`config.mk`:
```
export PLATFORM = sky130hd
export DESIGN_NAME = tsr_job_queue
export DESIGN_NICKNAME = d
export VERILOG_FILES = /design/src/design/tsr_pkg.sv /design/src/design/tsr_job_queue.sv
export SDC_FILE = /design/constraint.sdc
export NUM_CORES = 1
export LEC_CHECK = 0
export ABC_AREA = 1
export BUFFER_PORTS_ARGS = -buffer_cell sky130_fd_sc_hd__buf_2
export CAP_MARGIN = 20
export CORE_ASPECT_RATIO = 1.5
export CORE_MARGIN = 8
export CORE_UTILIZATION = 60
export DETAILED_ROUTE_END_ITERATION = 8
export GPL_ROUTABILITY_DRIVEN = 1
export HOLD_SLACK_MARGIN = 0.12
export PLACE_DENSITY = 0.82
export RECOVER_POWER = 100
export SYNTH_ARGS = -nofsm -noshare
export SYNTH_HDL_FRONTEND = slang
export SYNTH_SLANG_ARGS = --single-unit
```
`constraint.sdc`:
```
create_clock -name i_clk -period 7.98 [get_ports i_clk]
set_input_delay 0.798 -clock i_clk [delete_from_list [all_inputs] [get_ports i_clk]]
set_output_delay 0.798 -clock i_clk [all_outputs]
set_load 0.03 [all_outputs]
```
`src/design/tsr_pkg.sv`:
```
// Shared types, constants and codes of the transport segment reassembler.
`timescale 1ns / 1ps

package tsr_pkg;

    // Sizes
    localparam int FRAG_SIZE       = 2048;
    localparam int MAX_SEG_PAYLOAD = 249;
    localparam int ADDR_W          = 11;   // fragment store address
    localparam int LEN_W           = 12;   // fragment byte count, 0..FRAG_SIZE
    localparam int SEQ_W           = 6;    // sequence number, modulo 64
    localparam int SEG_CNT_W       = 8;    // payload bytes of one segment, saturating
    localparam int STG_AW          = 9;    // staging memory: two banks of 256
    localparam int JOB_DEPTH       = 4;
    localparam int JOB_PW          = 2;
    localparam int OUT_DEPTH       = 4;
    localparam int OUT_PW          = 2;

    // Header bits
    localparam int HDR_FIN_BIT = 7;
    localparam int HDR_FIR_BIT = 6;

    // Opcodes
    localparam logic [1:0] OP_SEGMENT = 2'd0;
    localparam logic [1:0] OP_READ    = 2'd1;
    localparam logic [1:0] OP_RESET   = 2'd2;

    // Status codes
    localparam logic [3:0] ST_ACCEPTED   = 4'd0;
    localparam logic [3:0] ST_COMPLETE   = 4'd1;
    localparam logic [3:0] ST_NO_PAYLOAD = 4'd2;
    localparam logic [3:0] ST_TOO_LONG   = 4'd3;
    localparam logic [3:0] ST_NO_FIR     = 4'd4;
    localparam logic [3:0] ST_BAD_LEN    = 4'd5;
    localparam logic [3:0] ST_BAD_SEQ    = 4'd6;
    localparam logic [3:0] ST_OVERFLOW   = 4'd7;
    localparam logic [3:0] ST_READ_REPLY = 4'd8;

    // Input item
    typedef struct packed {
        logic [1:0]        opcode;
        logic [7:0]        data_byte;
        logic              segment_start;
        logic              segment_end;
        logic [ADDR_W-1:0] read_index;
    } t_in;

    // Result item
    typedef struct packed {
        logic [3:0]       status;
        logic [LEN_W-1:0] fragment_length;
        logic             discarded_partial;
        logic [7:0]       read_data;
    } t_out;

    typedef enum logic {
        JOB_STATUS,
        JOB_READ
    } t_job_kind;

    // Work handed from the front end to the back end
    typedef struct packed {
        t_job_kind            kind;
        logic [3:0]           status;
        logic [LEN_W-1:0]     frag_len;
        logic                 disc;
        logic                 copy;      // move a staged payload into the store
        logic [ADDR_W-1:0]    base;
        logic [SEG_CNT_W-1:0] seg_len;
        logic                 bank;
        logic [ADDR_W-1:0]    read_index;
    } t_job;

    // Staging memory write from the front end
    typedef struct packed {
        logic              en;
        logic [STG_AW-1:0] addr;
        logic [7:0]        data;
    } t_stg_wr;

    // Staging bank release from the back end
    typedef struct packed {
        logic en;
        logic bank;
    } t_bank_rel;

endpackage

```
`src/design/tsr_job_queue.sv`:
```
// Short job queue between the front end and the back end.
`timescale 1ns / 1ps

module tsr_job_queue (
    input  logic          i_clk,
    input  logic          i_rst_n,
    input  logic          i_push,
    input  tsr_pkg::t_job i_job,
    output logic          o_full,
    input  logic          i_pop,
    output logic          o_valid,
    output tsr_pkg::t_job o_job
);

    tsr_pkg::t_job              r_mem [tsr_pkg::JOB_DEPTH];
    logic [tsr_pkg::JOB_PW-1:0] r_wp, r_rp;
    logic [tsr_pkg::JOB_PW:0]   r_cnt;
    logic                       do_push, do_pop;

    assign o_full  = (r_cnt == (tsr_pkg::JOB_PW+1)'(tsr_pkg::JOB_DEPTH));
    assign o_valid = (r_cnt != '0);
    assign o_job   = r_mem[r_rp];
    assign do_push = i_push && !o_full;
    assign do_pop  = i_pop && o_valid;

    // Entry storage
    always_ff @(posedge i_clk) begin
        if (do_push) begin
            r_mem[r_wp] <= i_job;
        end
    end

    // Pointers and fill count
    always_ff @(posedge i_clk) begin
        if (!i_rst_n) begin
            r_wp  <= '0;
            r_rp  <= '0;
            r_cnt <= '0;
        end else begin
            if (do_push) begin
                r_wp <= r_wp + 1'b1;
            end
            if (do_pop) begin
                r_rp <= r_rp + 1'b1;
            end
            case ({do_push, do_pop})
                2'b10:   r_cnt <= r_cnt + 1'b1;
                2'b01:   r_cnt <= r_cnt - 1'b1;
                default: r_cnt <= r_cnt;
            endcase
        end
    end

endmodule

```
==> impl_results.md, run 1 <==
* DPL Wire Length at around 9200 um
* Max cap viols at 7
* Final Power at 3.02 mW
* Port Buf Inserts at approximately 110
* DR pass1 iterations at 5
* Max_slew headroom at -1.12
* Post-CTS sizing at 0
* Placed cell count at roughly 800
* Final Core Density at 0.676
* Via count at between 4000 and 5000
* Worst path arrival time at about 4.1 ns
* Worst Setup Start Kind: flip-flop
* Crit path required time at slightly above 7 ns
* Yosys warns at 0
* Worst Hold Class: reg -> reg
* Total Routing Usage GR at 0.179
* RSZ-0062 raised after global routing: false
* Layout cells sized above 1 at 0.127
* Failing checks: max-capacitance violations, max-slew violations
* Worst Path Max Fanout at 51
* Maximum vdd drop at 0.341 mV
* Clock transition at path regs at 0.06 ns
* Final Max Tran Viols at around 300
* Cell taking the most area after synthesis: edfxtp_1
* Ys flop type: edfxtp_1
* Worst path cell trace: inv_1, o21ai_0, o22ai_1, buf_2
* Number of enable flip-flop cells after synthesis at 200
* Synth async-reset ratio at 0
* Clock buffer count from CTS at 18
* Area delta synth->final at 11.6%
* Avg Vias per Cell at 5.79
* Total Wirelength at between 15000 and 20000 um
* Place WS at 4.93 ns
* Clock sinks at about 210
* Post-Layout Cell Count at around 820
* CP Class: reg -> out
* Post-CTS setup buffers at 0
* Initial DRC count at roughly 350
* Synthesized instance count at ~550
* Inserted Diodes at 0
* Worst skew pair latency at 0.47 ns
* Clk root buf: clkbuf_16
* Fin area at 0.00897 mm2
* Synth Register Bits at roughly 210
* Status: finished, violations left
* Final setup fails at 0
* Clock skew at ~0.0070 ns
* Leakage at 3.05 nW
* CTS hold repair buffers at 0
* Final TNS setup at 0 ns
* Share of the synthesized area in the top cell type at 0.747
* # IOs at ~110
* CP Capture Type: output pin
* Max Freq at ~0.2 GHz
* DRC violations left at 0
* Commonest non-fill, non-tap cell in the layout: edfxtp_1
* Final Cycle Share at 0.615
* Syn Nets at approximately 610
* Min cycle time layout at 4.91 ns
* Avg WL per Cell at between 15 and 20 um
* Post-synthesis sequential area ratio at 0.769
* Hold Violations, Final at 0
* First-pass GRT wire length at between 20000 and 30000 um
* Syn Area/Cell at 14.6 um2
* RD Place Congestion at approximately 0.77
* Initial antenna violation count at 0
* Pin count of the biggest net entering global routing at approximately 100
* DIE AREA at between 0.015 and 0.02 mm2
* R2R setup slack at 3.76 ns
* Power Dens Cells at between 300 and 400 mW/mm2
* Die height at approximately 160 um
* Crit-path slowest cell: dfxtp_1
* Final WS setup at roughly 3.1 ns
* Synth unique cells at 22
* Worst-Margin Slew at about 3.2 ns
* Htree depth at 1
* Vias in the first global route at around 5100
* Initial Util at 0.606
* Die W at around 110 um
* Final ANT Viol Nets at 0
* Final #Nets at 710
* Post-Syn Area at around 0.0080 mm2
* Synth area leaders: edfxtp_1 75%, nor2_1 5.0%, o22ai_1 3.9%
* GRT overflow at 0
* CTS tree: built
* CP max stage delay at 1.52 ns
* Core box area at about 0.013 mm2
* Most frequent cells in the layout: 200 x edfxtp_1, 107 x nor2_1, 90 x o21ai_0
* DP Area at ~0.0085 mm2
* Clock buffer depth at 3
* WHS at approximately 0.52 ns
* FP Rows at 52
-- synth_stat cells, types with 9 or more instances --
cell,count
buf_2,10
nand2_1,12
inv_1,15
dfxtp_1,9
o21ai_1,60
nor2_1,108
o21ai_0,42
edfxtp_1,200
o22ai_1,50
-- worst max-delay path: cells and delay by family (launching register included) --
kind	cells	cell delay [ns]
buffers and inverters	2	1.55
DFF	1	1.52
AOI/OAI and AO/OA	2	0.55
-- per-layer routing --
layer	wire, um	part of all wire	track usage
met2	8640	0.54	0.326
met1	6080	0.38	0.199
met4	413	0.026	0.0801
met3	927	0.058	0.0338
met5	0	0	0
-- area by class of cell --
class | instances | area, um2
sequential | 209 | 6190
fill | 912 | 4300
multi-input combinational | 293 | 1450
clock buffer | 19 | 475
timing repair buffer | 109 | 475
tap | 162 | 203
clock inverter | 11 | 100
inverter | 19 | 83.8
-- state kept, by name, indices dropped and copies added, names as in the netlist, named ones only --
signal / cells
r_cnt: 3
r_rp: 2
r_mem: 200
r_wp: 2
-- report_power, final --
part	switching [mW]	internal, mW	total [mW]
logic	0.572	0.200	0.772
clock network	0.352	0.493	0.845
registers	0.0868	1.31	1.40
-- worst paths after layout --
check / from / endpoint / cells past startpoint
setup / recovery: flip-flop / o_job[24] / 4
hold / removal: r_wp[1] / r_wp[1] / 2
setup reg to reg: r_cnt[1] / r_mem[1][9] / 5
hold reg to reg: r_wp[1] / r_wp[1] / 2
-- cells by family after synthesis --
| kind of cell | Yosys count | synth area share |
|---|---|---|
| adders and majority gates | 6 | 0.0103 |
| DFF | 209 | 0.769 |
| AOI/OAI and AO/OA | 157 | 0.106 |
| and+or+nand+nor | 130 | 0.0630 |
| buffers and inverters | 50 | 0.0517 |
Note: power is estimated with default switching activity, not from simulation.
==> inputs of run 2 (changes only) <==
--- a/config.mk
+++ b/config.mk
@@ -5,16 +5,16 @@
 export SDC_FILE = /design/constraint.sdc
 export NUM_CORES = 1
 export LEC_CHECK = 0
-export ABC_AREA = 1
+export ABC_AREA = 0
 export BUFFER_PORTS_ARGS = -buffer_cell sky130_fd_sc_hd__buf_2
 export CAP_MARGIN = 20
 export CORE_ASPECT_RATIO = 1.5
 export CORE_MARGIN = 8
-export CORE_UTILIZATION = 60
+export CORE_UTILIZATION = 51
 export DETAILED_ROUTE_END_ITERATION = 8
 export GPL_ROUTABILITY_DRIVEN = 1
 export HOLD_SLACK_MARGIN = 0.12
-export PLACE_DENSITY = 0.82
+export PLACE_DENSITY = 0.75
 export RECOVER_POWER = 100
 export SYNTH_ARGS = -nofsm -noshare
 export SYNTH_HDL_FRONTEND = slang
==> constraint.sdc (replaced) <==
create_clock -name i_clk -period 4.2 [get_ports i_clk]
set_input_delay 0.42 -clock i_clk [delete_from_list [all_inputs] [get_ports i_clk]]
set_output_delay 0.42 -clock i_clk [all_outputs]
set_load 0.03 [all_outputs]
==> run 2 against run 1 <==
  * The flow now finishes without violations
  * Synthesized cell count is 43% lower
  * Die area is 12% higher
  * Non-clock buffer count rose by 2
  * Via count down 28%
  * Power grew 89%
  * First-iteration DRC count fell by 28%
  * Core utilization decreased by 8.4 points
==> impl_results.md, run 2 <==
* Status: complete, no violations (was finished, violations left)
* Avg Vias per Cell at 5.32 (was 5.79)
* Htree depth at 1 (unchanged)
* Initial antenna violation count at 3 (was 0)
* Die W at 117 um (was 111 um)
* CTS hold repair buffers at 0 (unchanged)
* Vias in the first global route at 3863 (was 5064)
* Count leader, synth: edfxtp_1 (unchanged)
* RSZ-0062 raised after global routing: false (unchanged)
* Hold Violations, Final at 0 (unchanged)
* Clock skew at 0.0186 ns (was 0.00697 ns)
* Final #Nets at 492 (was 710)
* DP Area at 0.00846 mm2 (was 0.00850 mm2)
* Worst path arrival time at 3.06 ns (was 4.11 ns)
* Total Wirelength at 13800 um (was 16100 um)
* Worst skew pair latency at 0.48 ns (was 0.47 ns)
* Worst Path Max Fanout at 34 (was 51)
* Ys flop type: edfxtp_1 (unchanged)
* Synth async-reset ratio at 0 (unchanged)
* Commonest non-fill, non-tap cell in the layout: edfxtp_1 (unchanged)
* Via count at 3418 (was 4762)
* WHS at 0.202 ns (was 0.518 ns)
* Max Freq at 0.336 GHz
* Largest regs: r_mem: 200 flops, r_cnt: 3 flops (unchanged)
* Most frequent cells in the layout: 200 x edfxtp_1, 105 x clkbuf_1, 50 x mux4_2 (was 200 x edfxtp_1, 107 x nor2_1, 90 x o21ai_0)
* Max cap viols at 0 (was 7)
* DIE AREA at 0.0195 mm2 (was 0.0174 mm2)
* Die height at 167 um (was 158 um)
* Biggest register: r_mem (unchanged)
* Final TNS setup at 0 ns (unchanged)
* Worst-Margin Slew at 1.02 ns (was 3.17 ns)
* DRC violations left at 0 (unchanged)
* Final ANT Viol Nets at 0 (unchanged)
* Clock buffer depth at 3 (unchanged)
* Power Dens Cells at 641 mW/mm2 (was 336 mW/mm2)
* Post-synthesis sequential area ratio at 0.796 (was 0.769)
* Clock buffer count from CTS at 19 (was 18)
* Maximum vdd drop at 0.507 mV (was 0.341 mV)
* Max_slew headroom at 0.319 (was -1.12)
* Layout cells sized above 1 at 0.205 (was 0.127)
* Place WS at 1.62 ns (was 4.93 ns)
* Yosys warns at 0 (unchanged)
* DR pass1 iterations at 4 (was 5)
* Final Max Tran Viols at 0 (was 293)
* Final setup fails at 0 (unchanged)
* DPL Wire Length at 9080 um (was 9170 um)
* CP Class: reg -> reg (was reg -> out)
* Crit path required time at 4.29 ns (was 7.18 ns)
* CP Capture Type: flip-flop (was output pin)
* GRT overflow at 0 (unchanged)
* First-pass GRT wire length at 21200 um (was 25300 um)
* Core box area at 0.0150 mm2 (was 0.0133 mm2)
* Worst Hold Class: in -> reg (was reg -> reg)
* Pin count of the biggest net entering global routing at 51 (was 102)
* FILL cells at 1184 (was 912)
* CTS tree: built (unchanged)
* Total Routing Usage GR at 0.144 (was 0.179)
* Number of enable flip-flop cells after synthesis at 200 (unchanged)
* Initial Util at 0.518 (was 0.606)
* Top cells by count, synth: 200 x edfxtp_1, 50 x mux4_2, 9 x dfxtp_1 (was 200 x edfxtp_1, 108 x nor2_1, 60 x o21ai_1)
* Synth Register Bits at 209 (unchanged)
* Worst Setup Start Kind: flip-flop (unchanged)
* Multi-input gate area at 0.00141 mm2 (was 0.00145 mm2)
* Synth unique cells at 23 (was 22)
* Clock sinks at 209 (unchanged)
* Synth area leaders: edfxtp_1 77%, mux4_2 14%, dfxtp_1 2.3% (was edfxtp_1 75%, nor2_1 5.0%, o22ai_1 3.9%)
* Post-CTS setup buffers at 0 (unchanged)
* Post-CTS sizing at 0 (unchanged)
* # IOs at 106 (unchanged)
* Synthesized instance count at 314 (was 552)
* Fin area at 0.00888 mm2 (was 0.00897 mm2)
* Avg WL per Cell at 21.5 um (was 19.5 um)
* Cell taking the most area after synthesis: edfxtp_1 (unchanged)
* Clk root buf: clkbuf_16 (unchanged)
* FP Rows at 55 (was 52)
* Final WS setup at 1.22 ns (was 3.07 ns)
* RD Place Congestion at 0.700 (was 0.774)
* Min cycle time layout at between 2 and 3 ns
* Post-Syn Area at 0.00777 mm2 (was 0.00804 mm2)
* Syn Area/Cell at 24.7 um2 (was 14.6 um2)
* Area delta synth->final at 14.3% (was 11.6%)
* Final Cycle Share at 0.709
* Clock transition at path regs at 0.06 ns (about the same)
* Sequential cell area at 0.00619 mm2 (about the same)
* Initial DRC count at 250 (was 346)
* Share of the synthesized area in the top cell type at 0.773 (was 0.747)
* Max reg flops at 200 (unchanged)
* Leakage at 2.74 nW (was 3.05 nW)
* Syn Nets at 374 (was 612)
* Port Buf Inserts at 105 (unchanged)
run 2: cells by family (layout without fill, tap and decap cells):
group	Yosys count	after routing	synth area share
adder cells (fa/ha/maj)	6	6	0.0106
flip-flops	209	209	0.796
multiplexers	52	52	0.148
AO/OA/AOI/OAI	5	5	0.00548
XOR/XNOR	4	4	0.00451
buffers and inverters	20	149	0.0221
other	0	1	0
AND/OR/NAND/NOR	18	18	0.0137
run 2: worst paths after layout:
check	startpoint	end	slack, ns	cells after the start
min reg2reg	r_wp[1]	r_wp[1]	0.50	2
max reg2reg	r_cnt[0]	r_mem[1][39]	1.22	4
min	i_job[1]	r_mem[3][1]	0.20	1
max	r_cnt[0]	r_mem[1][39]	1.22	4
run 2: routing by layer:
layer | vias to the layer above | global-route usage | part of all wire
met4 | 4 | 0.0526 | 0.024
met2 | 92 | 0.262 | 0.55
met3 | 31 | 0.0292 | 0.061
met1 | 1747 | 0.159 | 0.36
met5 | - | 0 | 0.0019
li1 | 1544 | - | -
run 2: area by class of cell:
| class | instances | area share |
|---|---|---|
| flip-flops and latches | 209 | 0.697 |
| multi-input cells | 85 | 0.158 |
| clock buffers | 19 | 0.0535 |
| repair buffers | 111 | 0.0497 |
| well taps | 199 | 0.0280 |
| clock inverters | 13 | 0.0108 |
| inverters | 6 | 0.00254 |
| diodes | 1 | 0.000282 |
run 2: critical path: stages, from the launching register on:
cell and delay, ns:
dfxtp_1 0.43, nor3b_1 0.10, nor2b_1 0.39, and2_2 0.83
clkbuf_1 0.83
run 2: power by group:
part,switching (mW),internal [mW],total [mW]
logic,0.866,0.517,1.38
clock network,0.700,0.892,1.59
registers,0.201,2.52,2.72
total,1.77,3.93,5.70
run 2: stage by stage:
stage	utilization	std cells	total power, mW
final	0.592	643	5.70
after global placement	0.563	609	4.23
after detailed placement	0.564	610	4.27
after floorplan	-	314	3.92
after global routing	0.592	643	5.91
after CTS	0.602	642	5.84
