### src/design/tsr_pkg.sv
// Shared types, constants and codes of the transport segment reassembler.
`timescale 1ns / 1ps

package tsr_pkg;

    // Sizes
    localparam int FRAG_SIZE       = 2048;
    localparam int MAX_SEG_PAYLOAD = 249;
    localparam int ADDR_W          = 11;   // fragment store address
    localparam int LEN_W           = 12;   // fragment byte count, 0..FRAG_SIZE
    localparam int SEQ_W           = 6;    // sequence number, modulo 64
    localparam int SEG_CNT_W       = 8;    // payload bytes of one segment, saturating
    localparam int STG_AW          = 9;    // staging memory: two banks of 256
    localparam int JOB_DEPTH       = 4;
    localparam int JOB_PW          = 2;
    localparam int OUT_DEPTH       = 4;
    localparam int OUT_PW          = 2;

    // Header bits
    localparam int HDR_FIN_BIT = 7;
    localparam int HDR_FIR_BIT = 6;

    // Opcodes
    localparam logic [1:0] OP_SEGMENT = 2'd0;
    localparam logic [1:0] OP_READ    = 2'd1;
    localparam logic [1:0] OP_RESET   = 2'd2;

    // Status codes
    localparam logic [3:0] ST_ACCEPTED   = 4'd0;
    localparam logic [3:0] ST_COMPLETE   = 4'd1;
    localparam logic [3:0] ST_NO_PAYLOAD = 4'd2;
    localparam logic [3:0] ST_TOO_LONG   = 4'd3;
    localparam logic [3:0] ST_NO_FIR     = 4'd4;
    localparam logic [3:0] ST_BAD_LEN    = 4'd5;
    localparam logic [3:0] ST_BAD_SEQ    = 4'd6;
    localparam logic [3:0] ST_OVERFLOW   = 4'd7;
    localparam logic [3:0] ST_READ_REPLY = 4'd8;

    // Input item
    typedef struct packed {
        logic [1:0]        opcode;
        logic [7:0]        data_byte;
        logic              segment_start;
        logic              segment_end;
        logic [ADDR_W-1:0] read_index;
    } t_in;

    // Result item
    typedef struct packed {
        logic [3:0]       status;
        logic [LEN_W-1:0] fragment_length;
        logic             discarded_partial;
        logic [7:0]       read_data;
    } t_out;

    typedef enum logic {
        JOB_STATUS,
        JOB_READ
    } t_job_kind;

    // Work handed from the front end to the back end
    typedef struct packed {
        t_job_kind            kind;
        logic [3:0]           status;
        logic [LEN_W-1:0]     frag_len;
        logic                 disc;
        logic                 copy;      // move a staged payload into the store
        logic [ADDR_W-1:0]    base;
        logic [SEG_CNT_W-1:0] seg_len;
        logic                 bank;
        logic [ADDR_W-1:0]    read_index;
    } t_job;

    // Staging memory write from the front end
    typedef struct packed {
        logic              en;
        logic [STG_AW-1:0] addr;
        logic [7:0]        data;
    } t_stg_wr;

    // Staging bank release from the back end
    typedef struct packed {
        logic en;
        logic bank;
    } t_bank_rel;

endpackage

### src/design/tsr_front.sv
// Front end: takes items, stages payload bytes and applies the reassembly rules.
`timescale 1ns / 1ps

module tsr_front (
    input  logic              i_clk,
    input  logic              i_rst_n,
    input  logic              i_push,
    input  tsr_pkg::t_in      i_item,
    output logic              o_full,
    input  logic              i_q_full,
    output logic              o_job_push,
    output tsr_pkg::t_job     o_job,
    output tsr_pkg::t_stg_wr  o_stg_wr,
    input  tsr_pkg::t_bank_rel i_rel
);

    logic [tsr_pkg::LEN_W-1:0]     r_cc, n_cc;
    logic [tsr_pkg::SEQ_W-1:0]     r_es, n_es;
    logic [tsr_pkg::SEG_CNT_W-1:0] r_cnt, n_cnt;
    logic [7:0]                    r_hdr, n_hdr;
    logic                          r_perr, n_perr;
    logic                          r_in_seg, n_in_seg;
    logic                          r_bank, n_bank;
    logic [1:0]                    r_busy, n_busy;

    logic accept;

    // Hold off while the job queue is full or the bank to fill is still being copied
    assign o_full = i_q_full || r_busy[r_bank];
    assign accept = i_push && !o_full;

    // Item decode and end-of-segment checks
    always_comb begin
        logic [7:0]                    cur_hdr;
        logic [tsr_pkg::SEG_CNT_W-1:0] cur_len;
        logic                          cur_perr;
        logic                          finish;
        logic                          fir;
        logic                          fin;
        logic [tsr_pkg::SEQ_W-1:0]     seq;
        logic [tsr_pkg::LEN_W-1:0]     tmp_cc;
        logic [tsr_pkg::SEQ_W-1:0]     tmp_es;
        logic                          go_on;
        logic [3:0]                    st;

        n_cc     = r_cc;
        n_es     = r_es;
        n_cnt    = r_cnt;
        n_hdr    = r_hdr;
        n_perr   = r_perr;
        n_in_seg = r_in_seg;
        n_bank   = r_bank;
        o_job_push = 1'b0;
        o_job      = '0;
        o_stg_wr   = '0;
        cur_hdr  = r_hdr;
        cur_len  = r_cnt;
        cur_perr = r_perr;
        finish   = 1'b0;
        fir      = 1'b0;
        fin      = 1'b0;
        seq      = '0;
        tmp_cc   = r_cc;
        tmp_es   = r_es;
        go_on    = 1'b0;
        st       = tsr_pkg::ST_ACCEPTED;

        if (accept) begin
            case (i_item.opcode)
                tsr_pkg::OP_READ: begin
                    o_job_push       = 1'b1;
                    o_job.kind       = tsr_pkg::JOB_READ;
                    o_job.read_index = i_item.read_index;
                end
                tsr_pkg::OP_RESET: begin
                    n_cc     = '0;
                    n_es     = '0;
                    n_cnt    = '0;
                    n_perr   = 1'b0;
                    n_in_seg = 1'b0;
                end
                tsr_pkg::OP_SEGMENT: begin
                    if (i_item.segment_start) begin
                        cur_hdr  = i_item.data_byte;
                        cur_len  = '0;
                        cur_perr = 1'b0;
                        n_hdr    = i_item.data_byte;
                        n_cnt    = '0;
                        n_perr   = 1'b0;
                        n_in_seg = 1'b1;
                        finish   = i_item.segment_end;
                    end else if (r_in_seg) begin
                        if (r_cnt < tsr_pkg::SEG_CNT_W'(tsr_pkg::MAX_SEG_PAYLOAD)) begin
                            o_stg_wr.en   = 1'b1;
                            o_stg_wr.addr = {r_bank, r_cnt};
                            o_stg_wr.data = i_item.data_byte;
                        end
                        cur_perr = r_perr ||
                                   (r_cnt >= tsr_pkg::SEG_CNT_W'(tsr_pkg::MAX_SEG_PAYLOAD));
                        cur_len  = (r_cnt == {tsr_pkg::SEG_CNT_W{1'b1}}) ? r_cnt
                                                                          : r_cnt + 1'b1;
                        n_cnt    = cur_len;
                        n_perr   = cur_perr;
                        finish   = i_item.segment_end;
                    end
                end
                default: begin
                end
            endcase
        end

        // Segment end: one status result, maybe a payload copy
        if (finish) begin
            n_in_seg   = 1'b0;
            o_job_push = 1'b1;
            o_job.kind = tsr_pkg::JOB_STATUS;
            fir = cur_hdr[tsr_pkg::HDR_FIR_BIT];
            fin = cur_hdr[tsr_pkg::HDR_FIN_BIT];
            seq = cur_hdr[tsr_pkg::SEQ_W-1:0];
            if (cur_perr) begin
                st = tsr_pkg::ST_TOO_LONG;
            end else if (cur_len == '0) begin
                st = tsr_pkg::ST_NO_PAYLOAD;
            end else begin
                go_on = 1'b1;
                if (fir) begin
                    tmp_es = seq;
                    if (r_cc != '0) begin
                        o_job.disc = 1'b1;
                        tmp_cc     = '0;
                    end
                end else if (r_cc == '0) begin
                    st    = tsr_pkg::ST_NO_FIR;
                    go_on = 1'b0;
                end
                if (go_on) begin
                    if (!fin && cur_len != tsr_pkg::SEG_CNT_W'(tsr_pkg::MAX_SEG_PAYLOAD)) begin
                        st = tsr_pkg::ST_BAD_LEN;
                    end else if (seq != tmp_es) begin
                        st = tsr_pkg::ST_BAD_SEQ;
                    end else if (({1'b0, tmp_cc} + (tsr_pkg::LEN_W+1)'(cur_len)) >
                                 (tsr_pkg::LEN_W+1)'(tsr_pkg::FRAG_SIZE)) begin
                        tmp_cc = '0;
                        st     = tsr_pkg::ST_OVERFLOW;
                    end else begin
                        o_job.copy    = 1'b1;
                        o_job.base    = tmp_cc[tsr_pkg::ADDR_W-1:0];
                        o_job.seg_len = cur_len;
                        o_job.bank    = r_bank;
                        n_bank        = ~r_bank;
                        tmp_cc        = tmp_cc + tsr_pkg::LEN_W'(cur_len);
                        tmp_es        = tmp_es + 1'b1;
                        if (fin) begin
                            st             = tsr_pkg::ST_COMPLETE;
                            o_job.frag_len = tmp_cc;
                            tmp_cc         = '0;
                        end else begin
                            st = tsr_pkg::ST_ACCEPTED;
                        end
                    end
                end
                n_cc = tmp_cc;
                n_es = tmp_es;
            end
            o_job.status = st;
        end
    end

    // Bank busy flags: set when a copy is queued, cleared when the copy has read it all
    always_comb begin
        n_busy = r_busy;
        if (i_rel.en) begin
            n_busy[i_rel.bank] = 1'b0;
        end
        if (o_job_push && o_job.copy) begin
            n_busy[r_bank] = 1'b1;
        end
    end

    always_ff @(posedge i_clk) begin
        if (!i_rst_n) begin
            r_cc     <= '0;
            r_es     <= '0;
            r_cnt    <= '0;
            r_hdr    <= '0;
            r_perr   <= 1'b0;
            r_in_seg <= 1'b0;
            r_bank   <= 1'b0;
            r_busy   <= '0;
        end else begin
            r_cc     <= n_cc;
            r_es     <= n_es;
            r_cnt    <= n_cnt;
            r_hdr    <= n_hdr;
            r_perr   <= n_perr;
            r_in_seg <= n_in_seg;
            r_bank   <= n_bank;
            r_busy   <= n_busy;
        end
    end

endmodule

### config.mk
export PLATFORM = sky130hd
export DESIGN_NAME = tsr_front
export DESIGN_NICKNAME = d
export VERILOG_FILES = /design/src/design/tsr_pkg.sv /design/src/design/tsr_front.sv
export SDC_FILE = /design/constraint.sdc
export NUM_CORES = 1
export LEC_CHECK = 0
export ABC_CLOCK_PERIOD_IN_PS = 5600
export BUFFER_PORTS_ARGS = -buffer_cell sky130_fd_sc_hd__buf_2
export CORE_MARGIN = 10
export CORE_UTILIZATION = 48
export DETAILED_ROUTE_END_ITERATION = 6
export HOLD_SLACK_MARGIN = 0.15
export PLACE_DENSITY = 0.77
export SYNTH_ARGS = -nofsm -noshare
export SYNTH_HDL_FRONTEND = slang
export SYNTH_SLANG_ARGS = --single-unit
export TNS_END_PERCENT = 20
### constraint.sdc
create_clock -name i_clk -period 5.6 [get_ports i_clk]
set_clock_uncertainty 0.05 [all_clocks]
set_input_delay 0.56 -clock i_clk [delete_from_list [all_inputs] [get_ports i_clk]]
set_output_delay 0.56 -clock i_clk [all_outputs]
set_load 0.05 [all_outputs]
==> results of run 1 <==
-- worst max-delay path: cells and delay by family (launching register included) --
| kind | cells | cell delay, ns |
|---|---|---|
| xor+xnor | 1 | 0.25 |
| flops | 1 | 0.60 |
| compound gates | 6 | 1.57 |
| buf+inv | 2 | 0.48 |
| simple gates | 7 | 1.19 |
| fa+ha+maj | 1 | 0.36 |
-- Yosys cell counts, types with 4 or more instances --
cell,n
a211oi_1,9
a21o_1,10
a21oi_1,28
a221oi_1,5
a31oi_1,6
and2_1,43
and3_1,18
clkbuf_1,24
dfxtp_1,39
ha_1,12
inv_1,18
mux2i_1,10
nand2_1,46
nand3_1,21
nand4_1,9
nor2_1,61
nor3_1,13
nor4_1,4
o21a_1,5
o21ai_0,26
o22ai_1,7
or3_1,4
xnor2_1,4
xor2_1,12
-- worst max path at each step --
| stage | depth (start not counted) | slack (ns) | end |
|---|---|---|---|
| final | 17 | 0.24 | o_job[18] |
| after floorplan | 20 | -0.008 | o_job[20] |
| after global routing | 17 | 0.009 | o_job[21] |
| after global placement | 18 | 0.21 | o_job[27] |
| after detailed placement | 18 | 0.09 | o_job[27] |
| after CTS | 17 | 0.02 | o_job[27] |
-- where the power goes --
| group | internal, W | switching [W] |
|---|---|---|
| combinational | 0.0000205 | 0.0000433 |
| clock | 0.0000893 | 0.000123 |
| sequential | 0.000278 | 0.000000976 |
-- layout by cell type (no fill, tap or decap), types with 4 or more instances in the layout --
cell type  instances
o22ai_1            6
ha_1              12
a211oi_1           9
nand3_1           20
clkbuf_8           5
xor2_1            11
clkbuf_4           7
nor2_2             5
buf_2             90
and2_1            38
nand4_1            9
a31oi_1            6
nor3_1            10
nor2_1            56
a221oi_1           4
dfxtp_2            5
nand2_1           46
inv_1             18
and3_1            15
a21o_1            10
or3_1              4
and2_4             5
o21a_1             5
buf_4             17
a21oi_1           26
xnor2_1            4
o21ai_0           24
dfxtp_1           34
mux2i_1            9
nor4_1             4
-- per-layer routing --
layer | vias to the layer above | track usage
li1 | 1972 | -
met1 | 1945 | 0.253
met2 | 206 | 0.359
met3 | 33 | 0.0463
met4 | 0 | 0.0638
met5 | - | 0
-- metrics by stage --
stage               hold slack [ns]  utilization  instances  cell area (sq um)
floorplan                     0.403            -        497               3620
global placement              0.430        0.587        681               4220
detailed placement            0.443        0.587        681               4220
CTS                           0.456        0.601        689               4310
global route                  0.482        0.608        690               4370
finish                        0.459        0.608        690               4370
-- registers in the layout (all words and copies together), names as in the netlist --
signal,flops
r_bank,1
r_busy,2
r_cc,12
r_cnt,8
r_es,6
r_hdr,8
r_in_seg,1
r_perr,1
-- cell families (layout without fill, tap and decap cells) --
logic type,after synthesis,after routing,synth area share
AND/OR/NAND/NOR,243,243,0.360
AO/OA/AOI/OAI,125,125,0.238
buffers and inverters,47,141,0.0523
flip-flops,39,39,0.222
XOR/XNOR,16,16,0.0399
adder cells (fa/ha/maj),13,13,0.0484
multiplexers,13,13,0.0381
other,1,1,0.00107
-- layout make-up --
| class | count | area [sq um] | share of cell area |
|---|---|---|---|
| Sequential cell | 39 | 787 | 0.180 |
| Inverter | 19 | 73.8 | 0.0169 |
| Clock buffer | 5 | 68.8 | 0.0158 |
| Timing Repair Buffer | 114 | 631 | 0.144 |
| Clock inverter | 3 | 25.0 | 0.00573 |
| Tap cell | 99 | 124 | 0.0284 |
| Multi-Input combinational cell | 411 | 2660 | 0.608 |
-- timing repair --
action	in CTS	in global routing
resized for setup	1	20
setup buffers	0	1
endpoints found under the setup margin	12	34
hold endpoints to repair	0	0
pin swaps	0	1
==> run summary, run 1 <==
CTS root buf = clkbuf_8
area delta synth->final = 24.2%
share of layout cells above drive strength 1 = 0.279
Worst Hold Class = flop to flop
largest net degree at the start of global routing = 22
TritonCTS buffer count = 5
static leakage = 1.98 nW
Post-Syn Area = 3510 sq um
CP max stage delay = 0.60 ns
area share of the largest cell type after synthesis = 0.222
Synth Instances = 497
Via density = 6.02
met2 WL = 6.07 mm
WP data arrival = 4.75 ns
RSZ-0062 raised after global routing = no
net count after synthesis = 539
RR Startpoint = r_cnt[2]
Fill cells = 661
wl on met1 = 5.04 mm
Max Used Layer = met4
CP startpoint = r_cnt[2]
async set-reset flop share out of synthesis = 0
Synth Warn # = 0
VDD IR max = 0.0000931 V
H-tree depth = 2
TritonRoute pass-1 iters = 5
antenna-violating nets left = 0
DR iter-0 viols = 308
antenna cells = 0
port bufs = 97
R2R setup slack = 0.73 ns
max frequency = 186 MHz
Netlist cell types = 63
Avg Cell Area, Syn = 7.07 sq um
gr ovfl total = 0
clock transition at the registers of the reported paths = 0.09 ns
Slowest-stage cell, CP = dfxtp_1
initial antenna violation count = 0
CTS tree = done
EDFF count, synth = 0
Min-Delay Endpoint = r_hdr[0]
Final #Nets = 632
# hold bufs at CTS = 0
Initial Util = 0.490
vias in the first global route = 3950
DP HPWL = 9.58 mm
hold path start = r_hdr[0]
ranking of synthesized cells by area = dfxtp_1 (22%), and2_1 (7.7%), nor2_1 (6.5%)
Placer Congestion = 0.941
crit share post-route = 0.958
startpoint types = flop
core area = 7180 sq um
# IOs = 99
area leader, netlist = dfxtp_1
# DRC = 0
Final Hold Viols = 0
Worst Reg-to-Reg Cells = 17
minimum clock period = 5.36 ns
hold path depth = 2
Slew Limit Headroom = 0.355
Vias = 4156
Seq cells post-synth = 39
Pwr Density = 127 nW/um^2
Detailed Route WL = 12.4 mm
Primary FF master, synth = dfxtp_1
worst path cell trace = nand3_1 > o21a_1 > a211oi_1 > nor2_1 > a21o_1 > ha_1 > and3_1 > a221oi_2 > xor2_1 > nand4_1 > nor2_1 > a41o_1 > nand3_4 > or2_1 > buf_4 > a21oi_2 > buf_2
TNS Setup = 0 ns
pre-CTS setup slack = 0.0908 ns
Die W = 106 um
fin worst setup slack = 0.236 ns
final setup fails = 0
die area = 11100 sq um
status = completed
first-pass GRT wire length = 19.7 mm
Crit path required time = 4.99 ns
Routed WL per cell = 17.9 um
slew of the pin with the lowest slew margin = 0.965 ns
Pwr Total = 0.000555 W
Top cell by count, worst path = nor2_1
worst-skew pair later-pin latency = 0.31 ns
total track usage = 0.209
reg2reg end = r_cc[11]
met3 routed WL = 1.03 mm
Crit Path Max Fanout = 13
placement row count = 31
max-cap viol count = 0
CP Capture Type = primary output
sequential-to-total area share from yosys stat = 0.222
WS Path Type = flop to primary output
clk buf depth = 2
Slew Viols, Final = 0
clock sink total = 39
Chip Height = 106 um
No activity file was read; power rests on OpenSTA's default activity.
==> inputs of run 2 (changes only) <==
Settings changed: PLACE_DENSITY 0.77 to 0.79.
==> run summary, run 2 (synthesis results as in run 1) <==
status = completed (unchanged)
Vias = 4078 (was 4156)
Fill cells = 656 (was 661)
Slew Limit Headroom = 0.340 (was 0.355)
Detailed Route WL = 12.1 mm (was 12.4 mm)
TritonRoute pass-1 iters = 5 (unchanged)
TNS Setup = 0 ns (unchanged)
Routed WL per cell = 17.4 um (was 17.9 um)
CTS tree = done (unchanged)
Initial Util = 0.490 (unchanged)
slew of the pin with the lowest slew margin = 0.988 ns (was 0.965 ns)
CP startpoint = i_item[22] (was r_cnt[2])
Chip Height = 106 um (unchanged)
Final #Nets = 637 (was 632)
Min-Delay Endpoint = r_cc[4] (was r_hdr[0])
Pwr Density = 142 nW/um^2 (was 127 nW/um^2)
worst-skew pair later-pin latency = 0.30 ns (was 0.31 ns)
commonest non-fill, non-tap cell in the layout = buf_2 (unchanged)
biggest regs = r_cc: 12 flops, r_cnt: 8 flops, r_hdr: 8 flops (unchanged)
# DRC = 0 (unchanged)
largest net degree at the start of global routing = 27 (was 22)
# hold bufs at CTS = 0 (unchanged)
Via density = 5.87 (was 6.02)
CTS root buf = clkbuf_8 (unchanged)
Worst Hold Class = flop to flop (unchanged)
max-cap viol count = 0 (unchanged)
area delta synth->final = 26.1% (was 24.2%)
minimum clock period = 5.40 ns (was 5.36 ns)
hold path depth = 2 (unchanged)
die area = 11100 sq um (unchanged)
Biggest register = r_cc (unchanged)
Worst Reg-to-Reg Cells = 17 (unchanged)
antenna-violating nets left = 0 (unchanged)
RR Startpoint = r_bank (was r_cnt[2])
Die W = 106 um (unchanged)
hold path start = r_cc[4] (was r_hdr[0])
Placer Congestion = 0.935 (was 0.941)
final setup fails = 0 (unchanged)
Crit Path Max Fanout = 17 (was 13)
core area = 7180 sq um (unchanged)
WP data arrival = 4.79 ns (was 4.75 ns)
CP Capture Type = primary output (unchanged)
TritonCTS buffer count = 5 (unchanged)
DR iter-0 viols = 296 (was 308)
placement row count = 31 (unchanged)
gr ovfl total = 0 (unchanged)
antenna cells = 0 (unchanged)
port bufs = 97 (unchanged)
Crit path required time = 4.99 ns (about the same)
max FFs per register = 12 (unchanged)
R2R setup slack = 0.81 ns (was 0.73 ns)
max frequency = 185 MHz (was 186 MHz)
total track usage = 0.207 (was 0.209)
DP HPWL = 9.46 mm (was 9.58 mm)
share of layout cells above drive strength 1 = 0.272 (was 0.279)
VDD IR max = 0.0000868 V (was 0.0000931 V)
Final Hold Viols = 0 (unchanged)
startpoint types = input port (was flop)
Final Non-Filler Cells = 695 (was 690)
# IOs = 99 (unchanged)
Pwr Total = 0.000630 W (was 0.000555 W)
static leakage = 2.01 nW (was 1.98 nW)
H-tree depth = 2 (unchanged)
most frequent cells in the layout = buf_2 (87), nor2_1 (57), nand2_1 (46), and2_1 (38), dfxtp_1 (37) (was buf_2 (90), nor2_1 (56), nand2_1 (46), and2_1 (38), dfxtp_1 (34))
first-pass GRT wire length = 19.5 mm (was 19.7 mm)
Final Core Density = 0.618 (was 0.608)
clock sink total = 39 (unchanged)
Slew Viols, Final = 0 (unchanged)
clk buf depth = 2 (unchanged)
WS Path Type = input port to primary output (was flop to primary output)
vias in the first global route = 3886 (was 3950)
minimum hold slack = 0.458 ns (was 0.459 ns)
crit share post-route = 0.964 (was 0.958)
# placed instances = 682 (was 681)
initial antenna violation count = 0 (unchanged)
clock transition at the registers of the reported paths = 0.08 ns (was 0.09 ns)
reg2reg end = r_es[5] (was r_cc[11])
run 2: worst max-delay path: stages:
cell	delay, ns
buf_2	0.12
or4b_1	0.62
nor3_4	0.28
a21oi_2	0.12
and2_1	0.19
ha_1	0.20
fa_1	0.41
a21o_1	0.22
a221oi_2	0.30
o21ai_2	0.18
nand2_1	0.12
a211oi_1	0.10
o31ai_4	0.39
nand3_4	0.11
or2_1	0.28
inv_4	0.16
and3_1	0.16
buf_2	0.26
run 2: worst max path at each step:
stage,to,slack [ns],depth (start not counted)
2_1_floorplan,o_job[20],-0.008,20
3_3_place_gp,o_job[27],0.14,18
3_5_place_dp,o_job[27],0.10,18
4_1_cts,o_job[27],0.02,16
5_1_grt,o_job[22],-0.02,18
6_report,o_job[22],0.20,18
run 2: timing repair:
action	4_1_cts	5_1_grt
endpoints found under the setup margin	0	34
setup buffers	0	5
resized for setup	0	17
run 2: area by class of cell:
| cell class | instances | area (sq um) | share of cell area |
|---|---|---|---|
| multi-input combinational | 411 | 2640 | 0.596 |
| sequential | 39 | 783 | 0.177 |
| tap | 99 | 124 | 0.0280 |
| inverter | 19 | 73.8 | 0.0167 |
| clock inverter | 2 | 60.1 | 0.0136 |
| clock buffer | 6 | 72.6 | 0.0164 |
| timing repair buffer | 119 | 676 | 0.152 |
run 2: power breakdown:
part | switching (W) | leakage [nW] | internal (W)
Sequential | 0.000000948 | 0.315 | 0.000278
Clock | 0.000111 | 0.0654 | 0.000178
Combinational | 0.0000424 | 1.63 | 0.0000194
Total | 0.000155 | 2.01 | 0.000476
run 2: stage by stage:
| stage | setup WS [ns] | cell area [sq um] |
|---|---|---|
| 3_5_place_dp | 0.105 | 4220 |
| 5_1_grt | -0.0185 | 4430 |
| 2_1_floorplan | -0.00835 | 3620 |
| 3_3_place_gp | 0.139 | 4220 |
| 4_1_cts | 0.0168 | 4360 |
| 6_report | 0.204 | 4430 |
run 2: layer usage:
layer	GRT usage	wire, um
met1	0.257	5040
met2	0.345	5860
met3	0.0499	972
met4	0.0658	240
met5	0	0
